`src/design/bss_pkg.sv`:
```
package bss_pkg;

   // Default number of server slots that the block is built for.
   localparam int MAX_SERVERS_DEFAULT = 8;

   // Widths fixed by the request and response fields.
   localparam int CMD_W    = 2;
   localparam int SLOT_W   = 3;
   localparam int CONN_W   = 16;
   localparam int LOAD_W   = 7;
   localparam int ACTIVE_W = 4;
   localparam int POLICY_W = 2;
   localparam int METRIC_W = 16;

   // Largest value the active server count register can hold.
   localparam int ACTIVE_MAX = 15;

   // Number of slots that a set command can reach through its slot field.
   localparam int SLOT_REACH = 8;

   // Resource loads are clamped to this percentage.
   localparam logic [LOAD_W-1:0] LOAD_LIMIT = 7'd100;

   // Request commands.
   localparam logic [CMD_W-1:0] CMD_SELECT   = 2'd0;
   localparam logic [CMD_W-1:0] CMD_SET_CONN = 2'd1;
   localparam logic [CMD_W-1:0] CMD_SET_LOAD = 2'd2;

   // Selection policies.
   localparam logic [POLICY_W-1:0] POLICY_ROUND_ROBIN = 2'd0;
   localparam logic [POLICY_W-1:0] POLICY_LEAST_CONN  = 2'd1;
   localparam logic [POLICY_W-1:0] POLICY_LEAST_LOAD  = 2'd2;

   // Configuration register indexes.
   localparam logic REG_POLICY = 1'b0;
   localparam logic REG_ACTIVE = 1'b1;

   // Sequencer states.
   typedef enum logic {
      ST_IDLE,
      ST_SCAN
   } state_type;

   // Largest number of servers that can take part in a selection.
   function automatic int eff_max(input int max_servers);
      return (max_servers < ACTIVE_MAX) ? max_servers : ACTIVE_MAX;
   endfunction

   // Number of slots that hold stored values.
   function automatic int store_depth(input int max_servers);
      return (max_servers < SLOT_REACH) ? max_servers : SLOT_REACH;
   endfunction

   // Width of an index over the servers taking part.
   function automatic int ptr_width(input int max_servers);
      return (eff_max(max_servers) > 1) ? $clog2(eff_max(max_servers)) : 1;
   endfunction

   // Width of a count of servers taking part.
   function automatic int count_width(input int max_servers);
      return $clog2(eff_max(max_servers) + 1);
   endfunction

   // Write request from the sequencer to the server table.
   typedef struct packed {
      logic              conn_en;
      logic              load_en;
      logic [SLOT_W-1:0] slot;
      logic [CONN_W-1:0] conn;
      logic [LOAD_W-1:0] cpu;
      logic [LOAD_W-1:0] mem;
   } store_write_type;

endpackage

```
`src/design/bss_store.sv`:
```
module bss_store #(
   parameter int MAX_SERVERS = bss_pkg::MAX_SERVERS_DEFAULT
) (
   input  logic                                        clock,
   input  logic                                        reset,
   input  bss_pkg::store_write_type                    wr,
   input  logic                                        rd_conn,
   input  logic [bss_pkg::ptr_width(MAX_SERVERS)-1:0]  rd_idx,
   output logic [bss_pkg::METRIC_W-1:0]                rd_metric
);

   localparam int DEPTH = bss_pkg::store_depth(MAX_SERVERS);
   localparam int IDX_W = (DEPTH > 1) ? $clog2(DEPTH) : 1;

   logic [bss_pkg::CONN_W-1:0] conn_ff [DEPTH];
   logic [bss_pkg::CONN_W-1:0] conn_in [DEPTH];
   logic [bss_pkg::LOAD_W-1:0] cpu_ff  [DEPTH];
   logic [bss_pkg::LOAD_W-1:0] cpu_in  [DEPTH];
   logic [bss_pkg::LOAD_W-1:0] mem_ff  [DEPTH];
   logic [bss_pkg::LOAD_W-1:0] mem_in  [DEPTH];

   logic [bss_pkg::LOAD_W-1:0] cpu_clamped;
   logic [bss_pkg::LOAD_W-1:0] mem_clamped;
   logic                       slot_ok;
   logic [IDX_W-1:0]           wr_idx;
   logic [IDX_W-1:0]           rd_sel;
   logic [bss_pkg::LOAD_W:0]   load_sum;

   // Clamp incoming loads and decide whether the slot exists.
   always_comb begin
      cpu_clamped = (wr.cpu > bss_pkg::LOAD_LIMIT) ? bss_pkg::LOAD_LIMIT : wr.cpu;
      mem_clamped = (wr.mem > bss_pkg::LOAD_LIMIT) ? bss_pkg::LOAD_LIMIT : wr.mem;
      slot_ok     = (int'(wr.slot) < DEPTH);
      wr_idx      = wr.slot[IDX_W-1:0];
   end

   // Next table contents: one slot is written per update request.
   always_comb begin
      for (int i = 0; i < DEPTH; i++) begin
         conn_in[i] = conn_ff[i];
         cpu_in[i]  = cpu_ff[i];
         mem_in[i]  = mem_ff[i];
      end
      if (slot_ok && wr.conn_en) begin
         conn_in[wr_idx] = wr.conn;
      end
      if (slot_ok && wr.load_en) begin
         cpu_in[wr_idx] = cpu_clamped;
         mem_in[wr_idx] = mem_clamped;
      end
   end

   always_ff @(posedge clock) begin
      if (reset) begin
         for (int i = 0; i < DEPTH; i++) begin
            conn_ff[i] <= '0;
            cpu_ff[i]  <= '0;
            mem_ff[i]  <= '0;
         end
      end else begin
         for (int i = 0; i < DEPTH; i++) begin
            conn_ff[i] <= conn_in[i];
            cpu_ff[i]  <= cpu_in[i];
            mem_ff[i]  <= mem_in[i];
         end
      end
   end

   // Shared read port: the connection count or the summed load of one slot.
   // Slots that no request can reach always read as zero.
   always_comb begin
      rd_sel    = rd_idx[IDX_W-1:0];
      load_sum  = (bss_pkg::LOAD_W + 1)'(cpu_ff[rd_sel])
                + (bss_pkg::LOAD_W + 1)'(mem_ff[rd_sel]);
      rd_metric = '0;
      if (int'(rd_idx) < DEPTH) begin
         rd_metric = rd_conn ? conn_ff[rd_sel] : bss_pkg::METRIC_W'(load_sum);
      end
   end

endmodule

```
`src/design/backend_server_selector.sv`:
```
// Backend server selector. Each request is either a select, which returns
// one chosen server index on rsp_chosen_server with a one-cycle rsp_valid
// strobe, or an update of a slot's connection count or load pair, which
// returns nothing. Update requests and round robin selects need no scan:
// the block stays ready and the response follows the accepting edge. A
// least connection or least load select reads one stored server per cycle
// through a single table read port and comparator, so busy stays high
// while each active server is read in turn (one to eight with the default
// size) and the response strobes in the cycle after the last comparison.
// The response cannot be held off: it must be captured in its strobe cycle.
// Configuration writes are meant for idle periods only.
module backend_server_selector #(
   parameter int MAX_SERVERS = bss_pkg::MAX_SERVERS_DEFAULT
) (
   input  logic                            clock,
   input  logic                            reset,
   input  logic                            start,
   output logic                            busy,
   input  logic [bss_pkg::CMD_W-1:0]       req_command,
   input  logic [bss_pkg::SLOT_W-1:0]      req_server_slot,
   input  logic [bss_pkg::CONN_W-1:0]      req_connection_value,
   input  logic [bss_pkg::LOAD_W-1:0]      req_cpu_value,
   input  logic [bss_pkg::LOAD_W-1:0]      req_memory_value,
   output logic                            rsp_valid,
   output logic [bss_pkg::SLOT_W-1:0]      rsp_chosen_server,
   input  logic                            csr_write,
   input  logic                            csr_index,
   input  logic [bss_pkg::ACTIVE_W-1:0]    csr_wdata
);

   localparam int EFF_MAX = bss_pkg::eff_max(MAX_SERVERS);
   localparam int PTR_W   = bss_pkg::ptr_width(MAX_SERVERS);
   localparam int CNT_W   = bss_pkg::count_width(MAX_SERVERS);
   localparam int SLOT_REACH_RESET = 8;

   bss_pkg::state_type state_ff, state_in;

   logic [bss_pkg::POLICY_W-1:0] policy_ff, policy_in;
   logic [bss_pkg::ACTIVE_W-1:0] active_ff, active_in;
   logic [PTR_W-1:0]             ptr_ff, ptr_in;
   logic [PTR_W-1:0]             idx_ff, idx_in;
   logic [PTR_W-1:0]             best_ff, best_in;
   logic [bss_pkg::METRIC_W-1:0] low_ff, low_in;
   logic                         rsp_valid_ff, rsp_valid_in;
   logic [bss_pkg::SLOT_W-1:0]   rsp_server_ff, rsp_server_in;

   logic [CNT_W-1:0]             eff;
   logic [PTR_W-1:0]             ptr_use;
   logic                         take;
   logic                         rd_conn;
   logic [bss_pkg::METRIC_W-1:0] metric;
   bss_pkg::store_write_type     wr;

   // Server table with its shared read port.
   bss_store #(
      .MAX_SERVERS (MAX_SERVERS)
   ) u_store (
      .clock     (clock),
      .reset     (reset),
      .wr        (wr),
      .rd_conn   (rd_conn),
      .rd_idx    (idx_ff),
      .rd_metric (metric)
   );

   // Number of servers taking part: zero counts as one, and the count
   // saturates at the built size or at fifteen, whichever is lower.
   always_comb begin
      if (active_ff == '0) begin
         eff = CNT_W'(1);
      end else if (int'(active_ff) > EFF_MAX) begin
         eff = CNT_W'(EFF_MAX);
      end else begin
         eff = CNT_W'(active_ff);
      end
      ptr_use = (CNT_W'(ptr_ff) >= eff) ? '0 : ptr_ff;
      rd_conn = (policy_ff == bss_pkg::POLICY_LEAST_CONN);
      take    = (idx_ff == '0) || (metric < low_ff);
   end

   // Sequencer: next state, table writes and the response.
   always_comb begin
      state_in      = state_ff;
      policy_in     = policy_ff;
      active_in     = active_ff;
      ptr_in        = ptr_ff;
      idx_in        = idx_ff;
      best_in       = best_ff;
      low_in        = low_ff;
      rsp_valid_in  = 1'b0;
      rsp_server_in = rsp_server_ff;
      wr            = '0;
      wr.slot       = req_server_slot;
      wr.conn       = req_connection_value;
      wr.cpu        = req_cpu_value;
      wr.mem        = req_memory_value;

      unique case (state_ff)
         bss_pkg::ST_IDLE: begin
            if (start) begin
               case (req_command)
                  bss_pkg::CMD_SELECT: begin
                     case (policy_ff)
                        bss_pkg::POLICY_ROUND_ROBIN: begin
                           rsp_valid_in  = 1'b1;
                           rsp_server_in = bss_pkg::SLOT_W'(ptr_use);
                           ptr_in = (CNT_W'(ptr_use) + CNT_W'(1) >= eff)
                                  ? '0 : ptr_use + PTR_W'(1);
                        end
                        bss_pkg::POLICY_LEAST_CONN,
                        bss_pkg::POLICY_LEAST_LOAD: begin
                           state_in = bss_pkg::ST_SCAN;
                           idx_in   = '0;
                           best_in  = '0;
                        end
                        default: begin
                           // Unused policy code answers server zero.
                           rsp_valid_in  = 1'b1;
                           rsp_server_in = '0;
                        end
                     endcase
                  end
                  bss_pkg::CMD_SET_CONN: begin
                     wr.conn_en = 1'b1;
                  end
                  bss_pkg::CMD_SET_LOAD: begin
                     wr.load_en = 1'b1;
                  end
                  default: begin
                  end
               endcase
            end
         end
         bss_pkg::ST_SCAN: begin
            // One stored server per cycle; ties keep the lower index.
            if (take) begin
               low_in  = metric;
               best_in = idx_ff;
            end
            if (CNT_W'(idx_ff) + CNT_W'(1) == eff) begin
               rsp_valid_in  = 1'b1;
               rsp_server_in = bss_pkg::SLOT_W'(take ? idx_ff : best_ff);
               state_in      = bss_pkg::ST_IDLE;
            end else begin
               idx_in = idx_ff + PTR_W'(1);
            end
         end
         default: begin
            state_in = bss_pkg::ST_IDLE;
         end
      endcase

      // Register writes; a new active count restarts the rotation.
      if (csr_write) begin
         unique case (csr_index)
            bss_pkg::REG_POLICY: begin
               policy_in = csr_wdata[bss_pkg::POLICY_W-1:0];
            end
            bss_pkg::REG_ACTIVE: begin
               active_in = csr_wdata;
               ptr_in    = '0;
            end
            default: begin
            end
         endcase
      end
   end

   always_ff @(posedge clock) begin
      if (reset) begin
         state_ff     <= bss_pkg::ST_IDLE;
         policy_ff    <= bss_pkg::POLICY_ROUND_ROBIN;
         active_ff    <= bss_pkg::ACTIVE_W'(SLOT_REACH_RESET);
         ptr_ff       <= '0;
         rsp_valid_ff <= 1'b0;
      end else begin
         state_ff     <= state_in;
         policy_ff    <= policy_in;
         active_ff    <= active_in;
         ptr_ff       <= ptr_in;
         rsp_valid_ff <= rsp_valid_in;
      end
   end

   // Scan and response payload registers.
   always_ff @(posedge clock) begin
      idx_ff        <= idx_in;
      best_ff       <= best_in;
      low_ff        <= low_in;
      rsp_server_ff <= rsp_server_in;
   end

   assign busy              = (state_ff == bss_pkg::ST_SCAN);
   assign rsp_valid         = rsp_valid_ff;
   assign rsp_chosen_server = rsp_server_ff;

endmodule

```
`config.mk`:
```
export PLATFORM = sky130hd
export DESIGN_NAME = backend_server_selector
export DESIGN_NICKNAME = d
export VERILOG_FILES = /design/src/design/bss_pkg.sv /design/src/design/bss_store.sv /design/src/design/backend_server_selector.sv
export SDC_FILE = /design/constraint.sdc
export NUM_CORES = 1
export LEC_CHECK = 0
export BUFFER_PORTS_ARGS = -buffer_cell sky130_fd_sc_hd__buf_2
export CORE_MARGIN = 2
export CORE_UTILIZATION = 42
export CTS_BUF_LIST = sky130_fd_sc_hd__clkbuf_8
export CTS_CLUSTER_DIAMETER = 30
export CTS_CLUSTER_SIZE = 28
export DETAILED_ROUTE_END_ITERATION = 7
export GPL_TIMING_DRIVEN = 0
export PLACE_DENSITY = 0.67
export SLEW_MARGIN = 5
export SYNTH_ARGS = -nofsm -noshare
export SYNTH_HDL_FRONTEND = slang
export SYNTH_SLANG_ARGS = --single-unit
```
`constraint.sdc`:
```
create_clock -name clock -period 5.82 [get_ports clock]
set_input_delay 0.582 -clock clock [delete_from_list [all_inputs] [get_ports clock]]
set_output_delay 0.582 -clock clock [all_outputs]
set_load 0.02 [all_outputs]
```
==> results of run 1 <==
## sequential cells by signal, indices dropped and copies added (netlist names), named ones only
signal             flops
u_store.conn_ff      128
u_store.cpu_ff        56
u_store.mem_ff        56
low_ff                16
active_ff              4
best_ff                3
idx_ff                 3
ptr_ff                 3
rsp_chosen_server      3
policy_ff              2
busy                   1
rsp_valid              1
## cell type report
class	instances	share of cell area
Clock inverter	51	0.0341
Antenna cell	1	0.000164
Inverter	28	0.00690
Timing Repair Buffer	26	0.00953
Clock buffer	79	0.0714
Multi-Input combinational cell	1038	0.428
Buffer	122	0.0344
Tap cell	396	0.0325
Sequential cell	279	0.383
## stage by stage
stage / total power (uW) / utilization
finish: 4910 / 0.499
global route: 5070 / 0.499
CTS: 4930 / 0.499
detailed placement: 2250 / 0.445
global placement: 2250 / 0.445
floorplan: 2170 / -
## power groups by stage
stage / Clock, uW / Sequential (uW) / Combinational (uW)
final: 2690 / 1970 / 250
after global routing: 2830 / 1970 / 271
after CTS: 2710 / 1970 / 248
after detailed placement: 0 / 2010 / 246
after global placement: 0 / 2010 / 242
after floorplan: 0 / 2000 / 163
## layer usage
layer / vias up / global-route usage
met1: 5373 / 0.299
met4: 0 / 0.0826
met5: - / 0
li1: 5277 / -
met2: 411 / 0.359
met3: 77 / 0.0547
## placed cells by master (no fill, tap or decap), types with 5 or more instances in the layout
| cell type | n |
|---|---|
| xor2_1 | 5 |
| a211oi_1 | 19 |
| dfxtp_1 | 254 |
| inv_6 | 5 |
| mux2_2 | 17 |
| and2_1 | 7 |
| a21oi_1 | 234 |
| nor2_1 | 59 |
| clkbuf_1 | 84 |
| mux4_2 | 60 |
| clkinv_2 | 15 |
| nand2b_1 | 9 |
| mux2i_1 | 31 |
| inv_1 | 33 |
| nor2b_1 | 16 |
| ha_1 | 33 |
| o21ai_0 | 8 |
| nand2_1 | 407 |
| clkinv_4 | 5 |
| bufinv_16 | 8 |
| clkinvlp_4 | 13 |
| clkbuf_8 | 79 |
| edfxtp_1 | 25 |
| and3_1 | 5 |
| buf_2 | 53 |
| a31oi_1 | 5 |
| nand3_1 | 64 |
## kinds of logic (layout without fill, tap and decap cells)
family	count (synthesis)	count (layout)
compound gates	295	295
xor+xnor	9	9
fa+ha+maj	34	34
buf+inv	152	306
flops	279	279
mux	108	108
other cells	0	1
simple gates	592	592
## path summary, 6_finish.rpt
path | slack, ps | to | startpoint
hold reg to reg | 450 | u_store.mem_ff[7][5]$_SDFFE_PP0P_ | u_store.mem_ff[7][5]$_SDFFE_PP0P_
setup / recovery | 290 | rsp_chosen_server[2]$_DFFE_PP_ | register
hold / removal | 270 | active_ff[2]$_SDFFE_PP0P_ | csr_wdata[2]
setup reg to reg | 290 | rsp_chosen_server[2]$_DFFE_PP_ | register
## timing repair
item / CTS / global route
pin swaps: 1 / 0
setup endpoints to repair: 22 / 22
resized for setup: 6 / 8
buffers inserted: 1 / 0
hold buffers: 0 / 0
## tightest hold or removal path, delay by kind of cell
kind                   cells  cell delay, ps
buffers and inverters      1             100
AND/OR/NAND/NOR            1              50
AO/OA/AOI/OAI              1              50
==> results.json, run 1 <==
{
  "instances_no_fill": 2020,
  "clk_pin_slew_ps": 50,
  "tightest_slew_ps": 957,
  "seqPwrFrac": 0.401,
  "grt_overflow": 0,
  "place_area_um2": 13600,
  "dieArea_um2": 32200,
  "hpwlAfterDp_um": 25500,
  "num_vias": 11100,
  "post-route-period-util": 0.951,
  "drt-met1-wl_um": 16100,
  "clock_skew_ps": 40.9,
  "cp-start-kind": "register",
  "synth-simple-area-share": 0.194,
  "critPathCaptureType": "register",
  "drive_above_1_share": 0.174,
  "start_util": 0.424,
  "crit_chain": "buf_6, clkbuf_4, mux4_2, mux2_2, ha_1, fa_1, a21o_1, a21oi_1, o21bai_1, a21oi_1, xor2_1, o21ai_0, ha_1, nand4_1, or4_1, a211o_2, and3_4, a31oi_1, o211ai_1",
  "std_cell_rows": 64,
  "via_per_inst": 5.51,
  "syn_nets": 1547,
  "pwr-share-comb": 0.051,
  "dr_wl_met3_um": 2770,
  "tns_ps": 0,
  "yosysMostFrequentCell": "nand2_1",
  "seq_area_frac_synth": 0.451,
  "yosys.area.top_type": "dfxtp_1",
  "period_minus_slack_ps": 5530,
  "leakagePower_uw": 0.00558,
  "p_int_uw": 3670,
  "ys_ff_latch": 279,
  "maxCapViolCount": 0,
  "worstSetupPathDepth": 19,
  "critPathRequiredTime_ps": 6130,
  "drtPass1Iterations": 5,
  "worstPathBufferInverterCount": 2,
  "path_delay_family": "compound AO/OA/AOI/OAI gates",
  "core_area_um2": 30500,
  "yosysWarnings": 0,
  "ys.flop_type": "dfxtp_1",
  "gp_congestion": 0.858,
  "die_x_um": 180,
  "root_buffer": "clkbuf_8",
  "clock_power_share": 0.548,
  "regArea_um2": 5840,
  "synth_top_family_by_area": "simple AND/OR/NAND/NOR gates",
  "syn-instance-count": 1469,
  "multi_input_area_um2": 6510,
  "yosys-mux-area-fraction": 0.143,
  "grt_pass1_wl_um": 58400,
  "drc": 0,
  "numPortBuffers": 25,
  "final_nets": 1644,
  "yosys-top-cells-area": "dfxtp_1 39%, nand2_1 12%, mux4_2 10%",
  "synth-async-reset-ratio": 0,
  "fin_area_um2": 15200,
  "grt_start_max_net_pins": 20,
  "critical_path_arrival_ps": 5840,
  "drt-total-wl_um": 36800,
  "slowest_delay_ps": 520,
  "wl_met2_um": 17000,
  "die_h_um": 180,
  "slowest_stage": "dfxtp_1",
  "first_global_vias": 10900,
  "ys_top_cells_by_count": "407 x nand2_1, 254 x dfxtp_1, 234 x a21oi_1",
  "clk_path_buf_depth": 3,
  "rsz0062_at_grt": "false",
  "synth_xor_area_frac": 0.00609,
  "worst_slack_ps": 285,
  "maxSlewViolCount": 0,
  "fillCellCount": 2817,
  "switchingPower_uw": 1240,
  "drtIter0Drc": 842,
  "detail_route.wl_per_cell_um": 18.2,
  "r2r_cells": 19,
  "switching_share": 0.252,
  "preCtsSetupSlack_ps": -928,
  "h-tree-depth": 3,
  "hold_viol": 0,
  "synth-compound-area-share": 0.125,
  "syn_area_um2": 12900,
  "min_path_type": "primary input to register",
  "antenna_found_initial": 1,
  "timing.hold.ws_ps": 266,
  "holdPathStages": 3,
  "outcome": "complete, no violations",
  "synth_edf_count": 25,
  "highest_layer": "met4",
  "max_freq_mhz": 181,
  "yosys.area_share.adder": 0.0334,
  "cts_tree": "built",
  "crit_fanout": 10,
  "slew_headroom": 0.357,
  "vdd_ir_drop_max_uv": 151,
  "dp.cells": 1890,
  "syn_to_final_growth_pct": 17.6,
  "synth.distinct_cells": 54,
  "avgSynthCellArea_um2": 8.81,
  "cts-buffers-inserted": 71,
  "power_density_nw_per_um2": 323,
  "cts.sinks": 279,
  "synth_top_area_frac": 0.393,
  "grt_use_total": 0.225,
  "postRouteAntennaNets": 0,
  "io_pins": 49,
  "clock_latency_ps": 600,
  "finalSetupViolations": 0,
  "crit_type": "register to register"
}
No activity file was read; power rests on OpenSTA's default activity.
==> inputs of run 2 (changes only) <==
--- a/config.mk
+++ b/config.mk
@@ -6,6 +6,7 @@
 export NUM_CORES = 1
 export LEC_CHECK = 0
 export BUFFER_PORTS_ARGS = -buffer_cell sky130_fd_sc_hd__buf_2
+export CORE_ASPECT_RATIO = 0.9
 export CORE_MARGIN = 2
 export CORE_UTILIZATION = 42
 export CTS_BUF_LIST = sky130_fd_sc_hd__clkbuf_8
==> run 2 against run 1 <==
Compared with the run above:
- via count down 0.13%
- non-clock buffer count unchanged
- cell area is 0.77% lower
- combinational power hardly changed
- core utilization rose by 0.28 points
- die area barely moved
==> results.json, run 2 (same netlist as run 1, synthesis figures left out) <==
{
  "first_global_vias": 10600,
  "hold_viol": 0,
  "std_cell_rows": 60,
  "grt_start_max_net_pins": 20,
  "finalPower_uw": 4810,
  "maxSlewViolCount": 0,
  "tightest_slew_ps": 960,
  "switchingPower_uw": 1140,
  "gp_congestion": 0.850,
  "place_area_um2": 13600,
  "root_buffer": "clkbuf_8",
  "final_common_cell": "nand2_1",
  "leakagePower_uw": 0.00553,
  "regArea_um2": 5840,
  "fin_area_um2": 15100,
  "drive_above_1_share": 0.162,
  "max_freq_mhz": 178,
  "num_vias": 11100,
  "crit_type": "register to register",
  "postRouteAntennaNets": 0,
  "via_per_inst": 5.54,
  "rsz0062_at_grt": "false",
  "fillCellCount": 2744,
  "layout_common_cells": "407 x nand2_1, 253 x dfxtp_1, 234 x a21oi_1, 84 x clkbuf_1, 69 x clkbuf_8",
  "drtPass1Iterations": 6,
  "seqPwrFrac": 0.409,
  "crit_fanout": 19,
  "top_register": "u_store.conn_ff",
  "clock_skew_ps": 40.9,
  "pwr-share-comb": 0.052,
  "largest_register_ffs": 128,
  "drtIter0Drc": 1036,
  "switching_share": 0.238,
  "hpwlAfterDp_um": 25500,
  "detail_route.wl_per_cell_um": 18.2,
  "cts_hold_buffers": 0,
  "clk_path_buf_depth": 3,
  "period_minus_slack_ps": 5620,
  "post-route-period-util": 0.965,
  "clock_latency_ps": 630,
  "die_x_um": 189,
  "antenna_found_initial": 1,
  "critPathRequiredTime_ps": 6150,
  "power_density_nw_per_um2": 318,
  "grt_pass1_wl_um": 57100,
  "vdd_ir_drop_max_uv": 220,
  "drc": 0,
  "drt-total-wl_um": 36600,
  "multi_input_area_um2": 6510,
  "critical_path_arrival_ps": 5950,
  "maxCapViolCount": 0,
  "outcome": "complete, no violations",
  "cp-start-kind": "register",
  "finalSetupViolations": 0,
  "p_int_uw": 3670,
  "numPortBuffers": 25,
  "cts-buffers-inserted": 58,
  "grt_use_total": 0.224,
  "syn_to_final_growth_pct": 16.7,
  "clk_pin_slew_ps": 60,
  "critPathCaptureType": "register",
  "top_regs": "u_store.conn_ff: 128 flops, u_store.cpu_ff: 56 flops, u_store.mem_ff: 56 flops",
  "h-tree-depth": 2,
  "final_nets": 1631,
  "cts_tree": "built",
  "cts.sinks": 279,
  "slew_headroom": 0.355,
  "core_area_um2": 30100,
  "dieArea_um2": 32200,
  "start_util": 0.430,
  "io_pins": 49,
  "grt_overflow": 0,
  "clock_power_share": 0.539,
  "min_path_type": "primary input to register",
  "die_h_um": 171
}
==> run 2: final cells by class <==
type                    count  area share
multi-input cells        1038       0.431
diodes                      1    0.000166
clock buffers              69      0.0629
repair buffers             26     0.00961
well taps                 403      0.0334
inverters                  28     0.00696
clock inverters            40      0.0355
plain buffers             122      0.0342
flip-flops and latches    279       0.386
==> run 2: worst max-delay path, cell delays in order, from the launching register on <==
cell      delay, ps
dfxtp_1         340
buf_2           220
buf_2           560
mux4_2          410
mux2_2          290
ha_1            220
fa_1            400
a21o_1          200
a21oi_1         240
o21bai_1         90
a21oi_1         180
xor2_1          200
o21ai_0         150
ha_1            360
nand4_1         120
or4_1           490
a211o_2         390
and3_4          180
a31oi_1         200
o211ai_1        120
==> run 2: power by group through the flow <==
stage / Clock, uW / Combinational (uW) / Sequential, uW
2_1_floorplan: 0 / 163 / 2000
3_3_place_gp: 0 / 242 / 2010
3_5_place_dp: 0 / 246 / 2010
4_1_cts: 2620 / 248 / 1970
5_1_grt: 2710 / 269 / 1970
6_report: 2590 / 251 / 1970
==> run 2: repair_timing <==
| item | 4_1_cts | 5_1_grt |
|---|---|---|
| setup endpoints to repair | 22 | 22 |
| gates resized for setup | 7 | 5 |
| pin swaps | 1 | 0 |
| buffers inserted | 1 | 0 |
==> run 2: path summary, 6_finish.rpt <==
path / from / to / slack (ps) / depth (start not counted)
worst max-delay path: register / rsp_chosen_server[2]$_DFFE_PP_ / 200 / 19
worst min-delay path: csr_wdata[2] / active_ff[2]$_SDFFE_PP0P_ / 270 / 3
worst max register to register: register / rsp_chosen_server[2]$_DFFE_PP_ / 200 / 19
worst min register to register: u_store.mem_ff[3][5]$_SDFFE_PP0P_ / u_store.mem_ff[3][5]$_SDFFE_PP0P_ / 450 / 2
==> run 2: stage by stage <==
| step | utilization | setup slack [ps] | std cells | hold slack, ps | TNS, ps |
|---|---|---|---|---|---|
| floorplan | - | 149 | 1469 | 431 | 0 |
| global placement | 0.451 | -1260 | 1897 | 438 | -21870 |
| detailed placement | 0.451 | -1000 | 1897 | 444 | -18800 |
| CTS | 0.502 | 37.6 | 2006 | 242 | 0 |
| global route | 0.502 | 14.9 | 2005 | 287 | 0 |
| finish | 0.502 | 201 | 2006 | 273 | 0 |
==> run 2: per-layer routing <==
metal	global-route usage	wire length [um]
met1	0.316	16400
met2	0.355	16400
met3	0.0400	3100
met4	0.0591	639
met5	0	12
